## config.mk

```make
export PLATFORM = sky130hd
export DESIGN_NAME = boolean_network_attractor_finder_core
export DESIGN_NICKNAME = d
export VERILOG_FILES = /design/src/bnaf_pkg.sv /design/src/boolean_network_attractor_finder_core.sv /design/src/bnaf_ram.sv /design/src/bnaf_dp.sv /design/src/bnaf_ctrl.sv
export SDC_FILE = /design/constraint.sdc
export NUM_CORES = 2
export LEC_CHECK = 0
export BUFFER_PORTS_ARGS = -buffer_cell sky130_fd_sc_hd__buf_2
export CORE_UTILIZATION = 63
export DETAILED_ROUTE_END_ITERATION = 10
export GPL_ROUTABILITY_DRIVEN = 0
export PLACE_DENSITY = 0.79
export SLEW_MARGIN = 40
export SYNTH_ARGS = -nofsm -noshare
export SYNTH_HDL_FRONTEND = slang
export SYNTH_SLANG_ARGS = --single-unit
```

## constraint.sdc

```tcl
create_clock -name clk -period 7.7 [get_ports clk]
set_clock_uncertainty 0.15 [all_clocks]
set_input_delay 0.385 -clock clk [delete_from_list [all_inputs] [get_ports clk]]
set_output_delay 0.385 -clock clk [all_outputs]
set_load 0.03 [all_outputs]
```

## src/bnaf_pkg.sv

```systemverilog
// ----------------------------------------------------------------------------
// bnaf_pkg
// Shared constants, types and the network update function of the attractor
// finder.
// ----------------------------------------------------------------------------
package bnaf_pkg;

  localparam int NODES       = 5;
  localparam int STATE_W     = NODES;
  localparam int STATE_CNT   = 1 << NODES;
  localparam int STEPS_W     = $clog2(STATE_CNT + 1);
  localparam int STEPS_DEPTH = STATE_CNT + 1;
  localparam int CNT_W       = 16;
  localparam logic [CNT_W-1:0] CNT_MAX = {CNT_W{1'b1}};
  // last iteration index of either loop
  localparam logic [STEPS_W-1:0] LAST_ITER = STEPS_W'(STATE_CNT - 1);

  typedef logic [STATE_W-1:0] state_t;
  typedef logic [STEPS_W-1:0] steps_t;
  typedef logic [CNT_W-1:0]   count_t;

  // controller -> datapath
  typedef struct packed {
    logic load;
    logic meet_en;
    logic period_en;
    logic rd_en;
    logic wr_en;
    logic out_load;
  } cmd_t;

  // datapath -> controller
  typedef struct packed {
    logic meet_done;
    logic period_done;
  } status_t;

  // one synchronous update of the fixed network
  function automatic state_t net_update(input state_t s);
    state_t n;
    n[0] = (s[0] | s[1]) & ~s[4] & ~s[2];
    n[1] = s[3] & ~s[0];
    n[2] = s[0] & ~s[3];
    n[3] = s[0] & s[4] & ~s[1] & ~s[3];
    n[4] = s[0] & ~s[4] & ~s[2];
    return n;
  endfunction

  // saturating increment
  function automatic count_t bump(input count_t c);
    return (c == CNT_MAX) ? c : c + count_t'(1);
  endfunction

endpackage

```

## src/boolean_network_attractor_finder_core.sv

```systemverilog
// ----------------------------------------------------------------------------
// boolean_network_attractor_finder_core
// Floyd cycle detection on a fixed 5-node Boolean network, with saturating
// histograms of attractor state, meeting step count and period.
//
//   channel | ports                                   | handshake
//   --------+-----------------------------------------+-----------------
//   in      | in_start_state                          | in_valid/in_ready
//   out     | out_attractor_state, out_meet_steps,    | out_valid/out_ready
//           | out_period_minus_one, out_*_count       |
//
// Each request runs M meeting (1..32) and P period iterations (1..32) of the
// update functions, then the histogram read, write-back and result load.
// Synchronous active-low reset clears the controller and the histogram valid
// bits, so all counts read as zero after reset with no clearing pass.
// A new request is taken while a result waits in the output register; a
// stalled output holds the next result in its final state.
// ----------------------------------------------------------------------------
module boolean_network_attractor_finder_core
  import bnaf_pkg::*;
(
  input  logic   clk,
  input  logic   rst_n,
  input  logic   in_valid,
  output logic   in_ready,
  input  state_t in_start_state,
  output logic   out_valid,
  input  logic   out_ready,
  output state_t out_attractor_state,
  output steps_t out_meet_steps,
  output state_t out_period_minus_one,
  output count_t out_attractor_count,
  output count_t out_meet_steps_count,
  output count_t out_period_count
);

  cmd_t    cmd;
  status_t status;

  bnaf_ctrl u_ctrl (
    .clk       (clk),
    .rst_n     (rst_n),
    .in_valid  (in_valid),
    .in_ready  (in_ready),
    .out_valid (out_valid),
    .out_ready (out_ready),
    .status    (status),
    .cmd       (cmd)
  );

  bnaf_dp u_dp (
    .clk                  (clk),
    .rst_n                (rst_n),
    .cmd                  (cmd),
    .status               (status),
    .in_start_state       (in_start_state),
    .out_attractor_state  (out_attractor_state),
    .out_meet_steps       (out_meet_steps),
    .out_period_minus_one (out_period_minus_one),
    .out_attractor_count  (out_attractor_count),
    .out_meet_steps_count (out_meet_steps_count),
    .out_period_count     (out_period_count)
  );

endmodule

```

## src/bnaf_ram.sv

```systemverilog
// ----------------------------------------------------------------------------
// bnaf_ram
// Generic single-write, single-read RAM with registered read data.
// ----------------------------------------------------------------------------
module bnaf_ram #(
  parameter int WIDTH = 16,
  parameter int DEPTH = 32,
  localparam int AW = (DEPTH > 1) ? $clog2(DEPTH) : 1
) (
  input  logic             clk,
  input  logic             we,
  input  logic [AW-1:0]    waddr,
  input  logic [WIDTH-1:0] wdata,
  input  logic             re,
  input  logic [AW-1:0]    raddr,
  output logic [WIDTH-1:0] rdata
);

  logic [WIDTH-1:0] mem [DEPTH];
  logic [WIDTH-1:0] rdata_r;

  always_ff @(posedge clk) begin
    if (we) begin
      mem[waddr] <= wdata;
    end
    if (re) begin
      rdata_r <= mem[raddr];
    end
  end

  assign rdata = rdata_r;

endmodule

```

## src/bnaf_dp.sv

```systemverilog
// ----------------------------------------------------------------------------
// bnaf_dp
// Datapath: tortoise and hare registers, step and period counters, the three
// histogram RAMs with their valid bits, and the result registers.
// ----------------------------------------------------------------------------
module bnaf_dp
  import bnaf_pkg::*;
(
  input  logic    clk,
  input  logic    rst_n,
  input  cmd_t    cmd,
  output status_t status,
  input  state_t  in_start_state,
  output state_t  out_attractor_state,
  output steps_t  out_meet_steps,
  output state_t  out_period_minus_one,
  output count_t  out_attractor_count,
  output count_t  out_meet_steps_count,
  output count_t  out_period_count
);

  state_t start_r, slow_r, fast_r;
  steps_t steps_r, period_r;

  state_t slow_step, fast_step1, fast_step2;
  steps_t steps_fix;
  state_t pm1;

  logic [STATE_CNT-1:0]   att_vld_r;
  logic [STEPS_DEPTH-1:0] stp_vld_r;
  logic [STATE_CNT-1:0]   per_vld_r;

  count_t att_rd, stp_rd, per_rd;
  count_t att_new, stp_new, per_new;
  count_t att_cnt_r, stp_cnt_r, per_cnt_r;

  state_t out_att_r, out_pm1_r;
  steps_t out_steps_r;
  count_t out_att_cnt_r, out_stp_cnt_r, out_per_cnt_r;

  assign slow_step  = net_update(slow_r);
  assign fast_step1 = net_update(fast_r);
  assign fast_step2 = net_update(fast_step1);

  // meeting at the start state counts as no transient
  assign steps_fix = (slow_r == start_r) ? '0 : steps_r;
  assign pm1       = period_r[STATE_W-1:0] - state_t'(1);

  assign status.meet_done   = (slow_step == fast_step2) || (steps_r == LAST_ITER);
  assign status.period_done = (fast_step1 == slow_r) || (period_r == LAST_ITER);

  always_ff @(posedge clk) begin
    if (cmd.load) begin
      start_r  <= in_start_state;
      slow_r   <= in_start_state;
      fast_r   <= in_start_state;
      steps_r  <= '0;
      period_r <= '0;
    end else if (cmd.meet_en) begin
      slow_r  <= slow_step;
      fast_r  <= fast_step2;
      steps_r <= steps_r + steps_t'(1);
    end else if (cmd.period_en) begin
      fast_r   <= fast_step1;
      period_r <= period_r + steps_t'(1);
    end
  end

  bnaf_ram #(.WIDTH(CNT_W), .DEPTH(STATE_CNT)) u_att_ram (
    .clk   (clk),
    .we    (cmd.wr_en),
    .waddr (slow_r),
    .wdata (att_new),
    .re    (cmd.rd_en),
    .raddr (slow_r),
    .rdata (att_rd)
  );

  bnaf_ram #(.WIDTH(CNT_W), .DEPTH(STEPS_DEPTH)) u_stp_ram (
    .clk   (clk),
    .we    (cmd.wr_en),
    .waddr (steps_fix),
    .wdata (stp_new),
    .re    (cmd.rd_en),
    .raddr (steps_fix),
    .rdata (stp_rd)
  );

  bnaf_ram #(.WIDTH(CNT_W), .DEPTH(STATE_CNT)) u_per_ram (
    .clk   (clk),
    .we    (cmd.wr_en),
    .waddr (pm1),
    .wdata (per_new),
    .re    (cmd.rd_en),
    .raddr (pm1),
    .rdata (per_rd)
  );

  // an entry never written reads as zero
  assign att_new = bump(att_vld_r[slow_r]    ? att_rd : '0);
  assign stp_new = bump(stp_vld_r[steps_fix] ? stp_rd : '0);
  assign per_new = bump(per_vld_r[pm1]       ? per_rd : '0);

  always_ff @(posedge clk) begin
    if (!rst_n) begin
      att_vld_r <= '0;
      stp_vld_r <= '0;
      per_vld_r <= '0;
    end else if (cmd.wr_en) begin
      att_vld_r[slow_r]    <= 1'b1;
      stp_vld_r[steps_fix] <= 1'b1;
      per_vld_r[pm1]       <= 1'b1;
    end
  end

  always_ff @(posedge clk) begin
    if (cmd.wr_en) begin
      att_cnt_r <= att_new;
      stp_cnt_r <= stp_new;
      per_cnt_r <= per_new;
    end
    if (cmd.out_load) begin
      out_att_r     <= slow_r;
      out_steps_r   <= steps_fix;
      out_pm1_r     <= pm1;
      out_att_cnt_r <= att_cnt_r;
      out_stp_cnt_r <= stp_cnt_r;
      out_per_cnt_r <= per_cnt_r;
    end
  end

  assign out_attractor_state  = out_att_r;
  assign out_meet_steps       = out_steps_r;
  assign out_period_minus_one = out_pm1_r;
  assign out_attractor_count  = out_att_cnt_r;
  assign out_meet_steps_count = out_stp_cnt_r;
  assign out_period_count     = out_per_cnt_r;

endmodule

```

## src/bnaf_ctrl.sv

```systemverilog
// ----------------------------------------------------------------------------
// bnaf_ctrl
// Controller: sequences load, meeting loop, period loop, histogram
// read-modify-write and result hand-off.
// ----------------------------------------------------------------------------
module bnaf_ctrl
  import bnaf_pkg::*;
(
  input  logic    clk,
  input  logic    rst_n,
  input  logic    in_valid,
  output logic    in_ready,
  output logic    out_valid,
  input  logic    out_ready,
  input  status_t status,
  output cmd_t    cmd
);

  typedef enum logic [5:0] {
    S_IDLE   = 6'b000001,
    S_MEET   = 6'b000010,
    S_PERIOD = 6'b000100,
    S_READ   = 6'b001000,
    S_UPDATE = 6'b010000,
    S_DONE   = 6'b100000
  } ctrl_state_t;

  ctrl_state_t state_r, state_nxt;
  logic out_valid_r, out_valid_nxt;
  logic out_free;

  assign out_free = !out_valid_r || out_ready;

  always_comb begin
    state_nxt = state_r;
    cmd       = '0;
    in_ready  = 1'b0;
    case (state_r)
      S_IDLE: begin
        in_ready = 1'b1;
        if (in_valid) begin
          cmd.load  = 1'b1;
          state_nxt = S_MEET;
        end
      end
      S_MEET: begin
        cmd.meet_en = 1'b1;
        if (status.meet_done) begin
          state_nxt = S_PERIOD;
        end
      end
      S_PERIOD: begin
        cmd.period_en = 1'b1;
        if (status.period_done) begin
          state_nxt = S_READ;
        end
      end
      S_READ: begin
        cmd.rd_en = 1'b1;
        state_nxt = S_UPDATE;
      end
      S_UPDATE: begin
        cmd.wr_en = 1'b1;
        state_nxt = S_DONE;
      end
      S_DONE: begin
        // hold until the output register is free
        if (out_free) begin
          cmd.out_load = 1'b1;
          state_nxt    = S_IDLE;
        end
      end
      default: begin
        state_nxt = S_IDLE;
      end
    endcase
  end

  always_comb begin
    out_valid_nxt = out_valid_r;
    if (cmd.out_load) begin
      out_valid_nxt = 1'b1;
    end else if (out_ready) begin
      out_valid_nxt = 1'b0;
    end
  end

  always_ff @(posedge clk) begin
    if (!rst_n) begin
      state_r     <= S_IDLE;
      out_valid_r <= 1'b0;
    end else begin
      state_r     <= state_nxt;
      out_valid_r <= out_valid_nxt;
    end
  end

  assign out_valid = out_valid_r;

  a_load_meet: assert property (@(posedge clk) disable iff (!rst_n)
    cmd.load |=> (state_r == S_MEET))
    else $error("load did not start the meeting loop");

  a_rd_then_wr: assert property (@(posedge clk) disable iff (!rst_n)
    cmd.rd_en |=> cmd.wr_en)
    else $error("histogram read not followed by write-back");

  a_meet_to_period: assert property (@(posedge clk) disable iff (!rst_n)
    (cmd.meet_en && status.meet_done) |=> cmd.period_en)
    else $error("period loop did not follow meeting");

  a_out_load_valid: assert property (@(posedge clk) disable iff (!rst_n)
    cmd.out_load |=> out_valid_r)
    else $error("result load did not raise out_valid");

  a_no_overwrite: assert property (@(posedge clk) disable iff (!rst_n)
    cmd.out_load |-> (!out_valid_r || out_ready))
    else $error("pending result overwritten");

endmodule

```

==> results.txt <==
CORE AREA - 0.111 mm^2
reg-to-reg endpoint - u_dp.u_per_ram.mem[22][0]
wire per inst - 32.2 um
IO buf count - 74
critical path, cell by cell - inv_1, ha_1, nor2b_1, a32oi_1, buf_4, o22ai_1, nor3_2, nand2_2, nor2_1, ha_1, nand2_1, or2_2, nor3_1, xnor2_1, nand3_2
number of global-route vias before repair - 38951
CP required - 7840 ps
xor/xnor share of the synthesized area - 0.667%
Final min period - 5500 ps
final setup vio count - 0
H-tree depth - 4
hold crit path type - flip-flop to flip-flop
Hold Path Depth - 0
syn nets - 3834
grt total ovfl - 0
worst r2r src - u_dp.period_r[1]
Ports - 75
Die Height - 337 um
Register Area - 0.0542 mm^2
Leak - 26.1 nW
Unique masters post-synth - 74
DRT Pass-1 Iters - 6
Yosys top cell area share - 73.2%
Area Overhead vs Synth - 12.7%
die area - 0.114 mm^2
compound-cell area share of the yosys netlist - 5.75%
Synth top cells by count - 1727 x edfxtp_1, 285 x mux4_2, 222 x nor2_1
antenna violations before repair - 7
Crit Path Max Fanout - 33
top-count cell post-synth - edfxtp_1
Hold Path Sink - u_dp.out_attractor_count[10]
crit path DAT - 5640 ps
nets@finish - 4070
Max stage delay on crit path - 540 ps
hold path start - u_dp.att_cnt_r[10]
Max IR drop VDD - 0.000218 V
Int Pwr - 0.0166 W
starting density of the core - 63.8%
RSZ-0062 raised after global routing - no
via density per instance - 7.00
placed inst area - 0.0741 mm^2
largest area contributor in the netlist - edfxtp_1
multiplexer share of the synthesized area - 10.7%
CP startpoint kind - flip-flop
Slew Viols, Final - 0
total CTS buffers - 173
CTS tree - yes
Gate power share - 9.9%
post-synthesis sequential area ratio - 76.4%
Async S/R FF share, synth - 0%
Clock power frac - 38.6%
Routed WL - 183 mm
CTS max path bufs - 3
switching share of total power - 23.8%
gr usage total - 32.6%
maxcap violations - 0
ratio of cells with drive above 1 in the final layout - 22.5%
largest net degree at the start of global routing - 148
warning count from the yosys run - 0
first-pass GRT wire length - 263 mm
HPWL Detailed - 105 mm
worst slew pin tran - 1020 ps
fmax - 182 MHz
CP most frequent cell - ha_1
vias after detailed routing - 39790
Root Buffer - clkbuf_16
Sink Count - 1843
Crit-path slowest cell - nand3_2
crit end category - flip-flop
Design Area, Final - 0.0799 mm^2
Die Wd - 337 um
Slew HR - 31.6%
Seq cells post-synth - 1843
Reg power frac - 51.5%
# rows - 122
Post-DRT Antenna Nets - 0
period utilization - 71.4%
largest family of logic cells by synthesized area - multiplexers
syn avg cell area - 18.6 um^2
r2r worst-path depth - 15
clock slew at reported path FFs - 60 ps
EDFF count, synth - 1727
clk_lat worst skew - 800 ps
post-synthesis adder-cell area fraction - 0.159%
Post-synth top flop - edfxtp_1
Power Density - 273 mW/mm^2
DRT iter0 DRCs - 6393
# fillers - 6399
final hold vios - 0
Setup TNS - 0 ps
NetSw - 0.00519 W
Post-Synthesis Cells - 3816
status - finished clean
multi-input logic area - 0.0161 mm^2
dominant cells by area after synthesis - edfxtp_1 73%, mux4_2 9.1%, dfxtp_1 3.3%, nor2_1 1.2%, mux2i_1 1.1%
Reg2Reg Setup Slack - 2200 ps
WS Path Type - flip-flop to flip-flop
Cell Area, Synth - 0.0709 mm^2
# resized after CTS - 0
drc violations - 0
Synth Area in Simple Gates - 4.79%
-- power by group through the flow --
| stage | logic, W | registers (W) | clock network, W |
|---|---|---|---|
| after global placement | 0.00200 | 0.0114 | 0 |
| final | 0.00215 | 0.0112 | 0.00840 |
| after detailed placement | 0.00206 | 0.0114 | 0 |
| after global routing | 0.00224 | 0.0112 | 0.00881 |
| after floorplan | 0.00138 | 0.0114 | 0 |
| after CTS | 0.00208 | 0.0112 | 0.00842 |
-- how the worst max path moves through the flow --
stage / startpoint / slack (ps) / end / cells past startpoint
finish: u_dp.period_r[1] / 2200 / u_dp.u_per_ram.mem[22][0] / 15
global route: u_dp.period_r[1] / 1910 / u_dp.u_per_ram.mem[14][7] / 17
CTS: u_dp.slow_r[4] / 2250 / u_dp.u_stp_ram.mem[30][14] / 15
detailed placement: u_dp.steps_r[1] / 2290 / u_dp.u_stp_ram.mem[9][14] / 16
global placement: u_dp.steps_r[1] / 2160 / u_dp.u_stp_ram.mem[3][7] / 16
floorplan: u_dp.period_r[0] / 1790 / u_dp.per_cnt_r[14] / 19
-- worst max-delay path: cells and delay by family, from the launching register on --
kind / cells / cell delay, ps
buffers and inverters: 2 / 510
AOI/OAI and AO/OA: 2 / 390
and+or+nand+nor: 8 / 2670
DFF: 1 / 490
adders and majority gates: 2 / 550
xor gates and xnor gates: 1 / 190
-- layer usage --
metal  wire length [um]  GRT usage [%]
met1              65600           45.3
met2              85000           49.8
met3              23700           7.92
met4               8370           14.7
met5                 45              0
-- flip-flops by register name, summed over array words and instances, names as in the netlist, 32 cells and up --
| register | count |
|---|---|
| u_dp.stp_vld_r | 33 |
| u_dp.u_att_ram.mem | 512 |
| u_dp.u_per_ram.mem | 512 |
| u_dp.per_vld_r | 32 |
| u_dp.att_vld_r | 32 |
| u_dp.u_stp_ram.mem | 528 |
-- cells by family after synthesis --
logic type               after synthesis
AO/OA/AOI/OAI                        585
XOR/XNOR                              54
adder cells (fa/ha/maj)                9
buffers and inverters                238
flip-flops                          1843
multiplexers                         399
AND/OR/NAND/NOR                      688
-- repair_timing --
action,CTS,global route
endpoints found under the hold margin,64,0
buffers inserted,0,0
hold buffers,8,0
endpoints found under the setup margin,0,0
-- stage by stage --
stage	utilization [%]	instances	setup slack [ps]	total power, W	hold WS [ps]
5_1_grt	71.9	5683	1910	0.0223	273
6_report	71.9	5684	2200	0.0218	267
2_1_floorplan	-	3816	1790	0.0128	250
4_1_cts	71.8	5680	2250	0.0217	258
3_3_place_gp	66.5	5349	2160	0.0134	251
3_5_place_dp	66.7	5354	2290	0.0135	255
-- cells in the final DEF, fill, tap and decap left out, types with 104 or more instances in the layout --
cell | Yosys | final
nor2b_1 | 111 | 109
a22oi_1 | 104 | 104
edfxtp_1 | 1727 | 1727
buf_4 | 9 | 179
nor2_1 | 222 | 156
a21oi_1 | 130 | 125
clkbuf_16 | 0 | 177
nand2_1 | 135 | 134
dfxtp_1 | 116 | 112
mux4_2 | 285 | 285
-- layout make-up --
| type | instances | share of cell area [%] |
|---|---|---|
| Timing Repair Buffer | 271 | 2.50 |
| Tap cell | 1488 | 2.33 |
| Inverter | 28 | 0.132 |
| Clock inverter | 88 | 1.11 |
| Sequential cell | 1843 | 67.9 |
| Multi-Input combinational cell | 1735 | 20.2 |
| Antenna cell | 1 | 0.00313 |
| Clock buffer | 230 | 5.87 |
(Power assumes the default switching activity.)
